`src/hbh_fifo.sv`:
```
// Small first-in first-out queue used between the parts of the block.
module hbh_fifo #(
   parameter int unsigned DEPTH = 4,
   parameter type item_type = logic [7:0]
) (
   input logic clock,
   input logic reset,
   input logic push,
   input item_type push_data,
   output logic full,
   input logic pop,
   output item_type pop_data,
   output logic empty
);

   localparam int unsigned PtrW = (DEPTH > 1) ? $clog2(DEPTH) : 1;

   item_type slots_ff [DEPTH];
   logic [PtrW-1:0] wr_ptr_ff, wr_ptr_in;
   logic [PtrW-1:0] rd_ptr_ff, rd_ptr_in;
   logic [PtrW:0] count_ff, count_in;
   logic do_push, do_pop;

   assign full = (count_ff == (PtrW + 1)'(DEPTH));
   assign empty = (count_ff == '0);
   assign do_push = push && !full;
   assign do_pop = pop && !empty;
   assign pop_data = slots_ff[rd_ptr_ff];

   always_comb begin
      wr_ptr_in = wr_ptr_ff;
      rd_ptr_in = rd_ptr_ff;
      count_in = count_ff;
      if (do_push) begin
         wr_ptr_in = (wr_ptr_ff == PtrW'(DEPTH - 1)) ? '0 : wr_ptr_ff + 1'b1;
      end
      if (do_pop) begin
         rd_ptr_in = (rd_ptr_ff == PtrW'(DEPTH - 1)) ? '0 : rd_ptr_ff + 1'b1;
      end
      if (do_push && !do_pop) begin
         count_in = count_ff + 1'b1;
      end else if (do_pop && !do_push) begin
         count_in = count_ff - 1'b1;
      end
   end

   always_ff @(posedge clock) begin
      if (reset) begin
         wr_ptr_ff <= '0;
         rd_ptr_ff <= '0;
         count_ff <= '0;
      end else begin
         wr_ptr_ff <= wr_ptr_in;
         rd_ptr_ff <= rd_ptr_in;
         count_ff <= count_in;
      end
   end

   always_ff @(posedge clock) begin
      if (do_push) begin
         slots_ff[wr_ptr_ff] <= push_data;
      end
   end

endmodule

```
`config.mk`:
```
export PLATFORM = sky130hd
export DESIGN_NAME = hbh_fifo
export DESIGN_NICKNAME = d
export VERILOG_FILES = /design/src/hbh_fifo.sv
export SDC_FILE = /design/constraint.sdc
export NUM_CORES = 1
export LEC_CHECK = 0
export ABC_AREA = 1
export ABC_CLOCK_PERIOD_IN_PS = 4800
export BUFFER_PORTS_ARGS = -buffer_cell sky130_fd_sc_hd__buf_2
export CORE_ASPECT_RATIO = 0.7
export CORE_UTILIZATION = 47
export CTS_BUF_LIST = sky130_fd_sc_hd__clkbuf_8
export CTS_CLUSTER_SIZE = 12
export DETAILED_ROUTE_END_ITERATION = 8
export PLACE_DENSITY_LB_ADDON = 0.12
export SLEW_MARGIN = 20
export SYNTH_ARGS = -nofsm -noshare
export SYNTH_HDL_FRONTEND = slang
export SYNTH_SLANG_ARGS = --single-unit
```
`constraint.sdc`:
```
create_clock -name clock -period 4.8 [get_ports clock]
set_input_delay 0.96 -clock clock [delete_from_list [all_inputs] [get_ports clock]]
set_output_delay 0.96 -clock clock [all_outputs]
set_load 0.05 [all_outputs]
```
Yosys cells after proc, flatten, opt, wreduce, memory -nomap -nowiden
Memories as Yosys holds them, arrays and structs flattened. A register that Yosys moved wholly into a read port is not among the register bits. Cells that the tools add are included.

Flip-flop bits (word level): 7. RAM bits: 32. Input port bits: 12. Output and inout bits: 10. Word-level logic and storage cells: 29. Memories: 1.

Memories: slots_ff (depth 4, bits a word 8, read ports 1, clocked after memory_dff 1, write ports 1, RTL line 18) `item_type slots_ff [DEPTH];`.

Add/sub/neg operators: 4. Equality and inequality tests: 3. Multiplexer cells: 8. Reductions and logical operators: 10.

Operators by type and width (count): 2-to-1 mux 2 bit (4); 2-to-1 mux 3 bit (2); adder 2 x 1 -> 2 bit (second input constant) (2); equality test 2 bit (second input constant) (2); logical AND 1 bit (4); zero test 1 bit (4); adder 3 x 1 -> 3 bit (second input constant) (1); equality test 3 bit (second input constant) (1); zero test 3 bit (1); subtractor 3 x 1 -> 3 bit (second input constant) (1); 2-to-1 mux 1 bit (2); nonzero test 2 bit (1).

Depth between registers and ports, before layout
Gate-level depths: netlist (run 1).

Word-level depth: 7. Depth in mapped cells: 13. Depth with buffers taken out: 13.

Worst setup path after synthesis (run 1)
OpenSTA, ideal clock, no wires.

Path type: register to output. From: reg with a tool-made name. To: out pop_data[6] (netlist name). Data arrival time: 1406 ps. Data required time: 3840 ps. Path slack: 2434 ps. Cell stages (with the launch flop): 4. Cells stage by stage: dfxtp_1 buf_6 o21ai_1 o22ai_1.

RTL lines: end, declared (RTL line 12) `output item_type pop_data,`.

==> key figures, run 1 <==
Run status
  – Status: finished, final reports clean

Global routing
  – Congestion Overflow GR: 0
  – First-pass GRT wire length: approximately 4.8 mm
  – Largest net degree at the start of global routing: 18
  – Initial antenna violation count: 0
  – GRT Total Usage: 18.1%
  – Vias in the first global route: between 900 and 1,000

Clocking
  – Post_cts resized: 0
  – CTS Sinks: 41
  – CTS Hold Bufs: 0
  – Clk buf depth: 2
  – Later-pin clock latency in the skew report: approximately 0.29 ns
  – Clk root buf: clkbuf_8
  – CTS H-tree lvls: 2
  – CTS tree: yes
  – Postcts setup bufs: 0
  – Clock-pin transition on the worst setup and hold timing paths: ~0.07 ns
  – Inserted Clock Buffers: 5

Power
  – Pint: slightly above 0.0007 W
  – NetSw: 0.000499 W
  – Flop pwr share: 40.1%
  – Tot Pwr: ~0.0012 W
  – Combinational fraction of design power: a little under two fifths
  – Sw frac: approximately two fifths
  – Leak Pwr: 0.789 nW
  – Clock network power share: between 20% and 30%
  – Peak VDD IR: approximately 0.27 mV
  – Cell area power density: about 620 nW/um^2

Critical path
  – Setup CP Type: register to output port
  – Arr. time, crit path: around 1.8 ns
  – Worst Path Required: 3.84 ns
  – R2R Path Start: count_ff[0]
  – Crit. End Element: output port
  – Critical Path Fanout Max: 17
  – Critical Path Source Type: register

Logic synthesis
  – Yosys warns: 0
  – Fraction of the yosys area taken by sequential cells: around two thirds
  – Yosys top cell area share: approximately 57%
  – Top-count cell post-synth: nor2_1
  – FFs w/ async S/R, synth: 0%
  – Syn Area/Cell: ~12 sq um
  – Synthesized area: 1700 sq um
  – Top cells by area, synth: edfxtp_1, dfxtp_1, nor2_1, ha_1, o21ai_0
  – Syn_nets: ~170
  – Area leader, netlist: edfxtp_1
  – Commonest cells post-synth: nor2_1, edfxtp_1, inv_1
  – Netlist cell types: 19
  – Cell count after synthesis: approximately 150
  – Synthesized flop and latch total: slightly above 40
  – Most used DFF post-synth: edfxtp_1
  – EDFF count, synth: 32

Route
  – DRT Pass-1 Iters: 4
  – Met3 wire length: 191 um
  – Avg WL per Cell: between 10 and 15 um
  – ANT nets after route: 0
  – Via count: roughly 1,100
  – Total Wirelength: 2.81 mm
  – Met2 routed WL: between 1 and 1.5 mm
  – Vias/cell: about 4.8
  – DRT met1 WL: 1.46 mm
  – Top sig layer: met4
  – DR iter-0 viols: 100
  – DR DRC count: 0

STA
  – F_max: between 300 and 400 MHz
  – Fin. max-slew vios: 0
  – Final critical-path share of the clock period: roughly 57%
  – Fin. Hold Viols: 0
  – Unrepaired setup endpoints after global routing: no
  – Final setup fails: 0
  – Setup TNS: 0 ns
  – Final Critical Period: about 2.7 ns
  – Tightest Pin Transition: approximately 0.79 ns
  – Max transition margin: a little under half
  – Worst clock skew: 0.00496 ns

Finish
  – Seq. cell area: approximately 1100 sq um
  – ANT cells: 0
  – Multi-input gate area: about 470 sq um
  – Synthesis-to-finish area growth: 14.6%
  – Final net count: approximately 190
  – Fillers: 267
  – Share of cells above drive strength 1: 18.4%

Floorplan
  – CORE AREA: approximately 3300 sq um
  – I/O pins: 22
  – FP Rows: 17
  – Die Span Y: approximately 52 um
  – Die Wd: about 74 um
  – Die area: approximately 3900 sq um
  – Initial Util: slightly above 50%

Place
  – I/O Buffers: 21
  – Dpl hpwl: ~1.9 mm
  – Final GP Congestion: 0.744

Hold path
  – Hold Startpoint: count_ff[1]
  – Worst min path class: register to register

Flow run
  – Max_cap viols: 0
## path summary, 6_finish.rpt
path,endpoint,slack [ns],depth (start not counted)
worst max register to register,count_ff[1],2.90,9
worst max-delay path,pop_data[2],2.05,4
worst min-delay path,count_ff[1],0.54,2
worst min register to register,count_ff[1],0.54,2
## power groups by stage
stage	clock network [W]	registers [W]	logic, W
detailed placement	0	0.000492	0.000462
global placement	0	0.000491	0.000453
global route	0.000284	0.000492	0.000512
floorplan	0	0.000475	0.000381
CTS	0.000271	0.000484	0.000462
finish	0.000266	0.000485	0.000459
## state kept, by name, indices dropped and copies added (netlist names), named ones only
signal / count
count_ff: 3
rd_ptr_ff: 2
wr_ptr_ff: 2
slots_ff: 32
## stage by stage
stage / worst slack, ns / cells / cell area [sq um] / utilization (%) / hold WS, ns
floorplan: 2.43 / 147 / 1700 / - / 0.483
global route: 1.83 / 221 / 1940 / 59.0 / 0.589
global placement: 2.45 / 213 / 1840 / 55.7 / 0.514
finish: 2.05 / 221 / 1940 / 59.0 / 0.540
detailed placement: 2.41 / 213 / 1840 / 55.7 / 0.519
CTS: 2.09 / 221 / 1940 / 59.0 / 0.534
## cell usage in the layout, fill, tap and decap left out, types with 2 or more instances in the layout
cell type	count
edfxtp_1	32
clkbuf_8	5
ha_1	6
dfxtp_1	9
o21ai_0	13
buf_2	21
o21ai_2	3
o22ai_1	8
a21oi_1	2
nand2_1	13
nor2_1	33
nand3b_1	2
inv_1	18
## cells by family (layout without fill, tap and decap cells)
family                     Yosys count  after routing  share of synthesized area, %
AOI/OAI and AO/OA                   27             27                          9.22
xor gates and xnor gates             1              1                         0.516
adders and majority gates            7              7                          5.60
buffers and inverters               20             47                          5.31
DFF                                 41             41                          67.3
and+or+nand+nor                     51             51                          12.1
## cell type report
type / count / area share (%)
clock buffer: 5 / 3.54
clock inverter: 3 / 1.93
inverter: 18 / 3.47
multi-input combinational: 86 / 23.9
sequential: 41 / 58.7
tap: 47 / 3.02
timing repair buffer: 21 / 5.41
## worst max-delay path, stage by stage (launching register included)
cell	delay, ns
dfxtp_1	0.69
inv_2	0.27
o21ai_0	0.23
o22ai_1	0.08
buf_2	0.22
## layer usage
layer	vias to the layer above	track usage, %
li1	550	-
met1	478	24.8
met2	24	26.1
met3	5	8.08
met4	0	4.81
met5	-	0
Power figures use the tool's default switching activity.
==> run 2, diff against run 1 <==
Settings changed: ABC_AREA 1 to 0, ABC_CLOCK_PERIOD_IN_PS 4800 to 2300.
Clock period 4.8 ns to 2.3 ns, I/O delays scaled along.
==> key figures, run 2 <==
Run status
  – Status: finished, final reports clean

Logic synthesis
  – Fraction of the mapped netlist area in simple logic gates: under 10%
  – Commonest cells post-synth: edfxtp_1, dfxtp_1, mux4_2
  – Syn_nets: 111
  – Adder-cell area share of the yosys netlist: under 10%
  – Most used DFF post-synth: edfxtp_1
  – Yosys top cell area share: 58.4%
  – Area leader, netlist: edfxtp_1
  – Mux cell area share after synthesis: 12.2%
  – Cell count after synthesis: 92
  – Compound-Gate Fraction of Synth Area: between 3 and 4%
  – EDFF count, synth: 32
  – Fraction of the yosys area taken by sequential cells: between 60% and 70%
  – Yosys warns: 0
  – Netlist cell types: 26
  – Largest family of logic cells by synthesized area: multiplexers
  – Top-count cell post-synth: edfxtp_1
  – Synthesized area: 1650 sq um
  – Top cells by area, synth: edfxtp_1, dfxtp_1, mux4_2, ha_1, and3_2
  – FFs w/ async S/R, synth: 0%
  – Syn Area/Cell: about 18 sq um
  – XOR/XNOR share of the synthesized area: approximately 1.1%
  – Synthesized flop and latch total: roughly 40

Hold path
  – Worst min path class: primary input to register
  – Hold path cells: 1

Finish
  – Fillers: 269
  – Final net count: roughly 140
  – Largest reg by FF count: slots_ff
  – Cell area after layout: approximately 2000 sq um
  – Most frequent cells in the layout: edfxtp_1, buf_2, mux4_2, dfxtp_1, clkbuf_8
  – Seq. cell area: approximately 1100 sq um
  – Top Registers: slots_ff x32, count_ff x3
  – Largest register FFs: 32
  – Multi-input gate area: between 400 and 500 sq um
  – Commonest non-fill, non-tap cell in the layout: edfxtp_1
  – Share of cells above drive strength 1: between 40% and 50%
  – ANT cells: 0
  – Synthesis-to-finish area growth: 18.3%

Clocking
  – CTS H-tree lvls: 2
  – Postcts setup bufs: 0
  – Clock-pin transition on the worst setup and hold timing paths: about 0.07 ns
  – Inserted Clock Buffers: 5
  – CTS Sinks: between 40 and 50
  – CTS tree: yes
  – CTS Hold Bufs: 0
  – Later-pin clock latency in the skew report: just under 0.3 ns
  – Clk buf depth: 2
  – Clk root buf: clkbuf_8

Critical path
  – Crit. End Element: register
  – Arr. time, crit path: around 2.4 ns
  – R2R Path Start: count_ff[2]
  – Critical Path Fanout Max: 5
  – CP endpoint: count_ff[2]
  – Critical Path Source Type: register
  – Setup CP Type: register to register
  – Worst Path Required: 2.52 ns
  – FF-to-FF End: count_ff[2]
  – FF-to-FF path depth: 9
  – Crit. Startpoint: count_ff[2]
  – R2R setup slack: roughly 0.13 ns

STA
  – F_max: around 460 MHz
  – Fin. Hold Viols: 0
  – Setup TNS: 0 ns
  – Final Critical Period: around 2.2 ns
  – Worst clock skew: 0.00349 ns
  – Fin. max-slew vios: 0
  – Final setup fails: 0
  – Tightest Pin Transition: ~0.4 ns
  – Max transition margin: roughly 73%
  – Unrepaired setup endpoints after global routing: no
  – Final critical-path share of the clock period: about 94%
  – Hold Slack: between 0.3 and 0.4 ns

Place
  – Final GP Congestion: ~0.75
  – I/O Buffers: 21
  – Dpl hpwl: approximately 1.8 mm
  – Placed instance area: 1810 sq um

Global routing
  – Congestion Overflow GR: 0
  – Vias in the first global route: about 900
  – M1 GR Usage: a little over a fifth
  – First-pass GRT wire length: 4.28 mm
  – GR Util met2: between 20% and 30%
  – Largest net degree at the start of global routing: 13
  – Busiest grt layer: met2
  – Initial antenna violation count: 0
  – M3 GR Usage: approximately 5.8%
  – GRT Total Usage: between 15 and 20%

Power
  – Cell area power density: between 1000 and 1500 nW/um^2
  – Peak VDD IR: 0.788 mV
  – Leak Pwr: just over 0.7 nW
  – Tot Pwr: between 0.002 and 0.0025 W

Route
  – Total Wirelength: 2.56 mm
  – DR DRC count: 0
  – Vias/cell: just over 5
  – DRT Pass-1 Iters: 4
  – ANT nets after route: 0
  – Via count: 850
  – Avg WL per Cell: ~15 um
  – DR iter-0 viols: 41

Floorplan
  – Die Span Y: ~50 um
  – I/O pins: 22
  – Die area: 3740 sq um
  – CORE AREA: 3230 sq um
  – Die Wd: just over 70 um
  – Initial Util: roughly 51%
  – FP Rows: 17

Flow run
  – Max_cap viols: 0
-- run 2: critical path, cell delays in order, from the launching register on --
cell and delay, ns:
dfxtp_2 0.36, or3b_4 0.27, clkinv_4 0.06, nor2_4 0.10
ha_2 0.20, inv_1 0.05, fa_1 0.37, xor2_1 0.16
or3_2 0.40, a21oi_1 0.14
-- run 2: power by group --
group | switching (W) | internal, W | leakage, nW
clock | 0.000226 | 0.000349 | 0.0626
combinational | 0.000485 | 0.000275 | 0.297
sequential | 0.0000675 | 0.000908 | 0.368
total | 0.000778 | 0.00153 | 0.727
-- run 2: cells by family after synthesis --
logic type      after synthesis
simple gates                 16
fa+ha+maj                     7
buf+inv                       9
compound gates                7
mux                          10
xor+xnor                      2
flops                        41
-- run 2: worst min-delay path by stage --
| stage | from | to |
|---|---|---|
| 2_1_floorplan | rd_ptr_ff[0] | register |
| 3_3_place_gp | rd_ptr_ff[0] | rd_ptr_ff[0] |
| 3_5_place_dp | rd_ptr_ff[0] | register |
| 4_1_cts | push_data[4] | slots_ff[3][4] |
| 5_1_grt | push_data[4] | slots_ff[2][4] |
| 6_report | push_data[4] | slots_ff[3][4] |
-- run 2: through the flow --
step           cells  setup WS [ns]  utilization, %
6_report         167          0.128            60.2
5_1_grt          167        0.00780            60.2
4_1_cts          167        0.00750            59.5
3_5_place_dp     159         0.0446            55.9
3_3_place_gp     159         0.0752            55.9
2_1_floorplan     92         0.0423               -
-- run 2: layout make-up --
cell class	instances	share of cell area, %
clock inverters	2	1.74
inverters	5	1.22
well taps	47	3.02
multi-input cells	42	24.4
flip-flops and latches	41	58.8
clock buffers	6	4.24
repair buffers	24	6.56
-- run 2: repair_timing --
item,in CTS,in global routing
gates resized for setup,0,7
setup endpoints to repair,0,1
endpoints found under the hold margin,0,0
-- run 2: per-layer routing --
metal | routed length, um | up-vias
li1 | - | 405
met1 | 1220 | 421
met2 | 1190 | 18
met3 | 112 | 6
met4 | 36 | 0
met5 | 0 | -
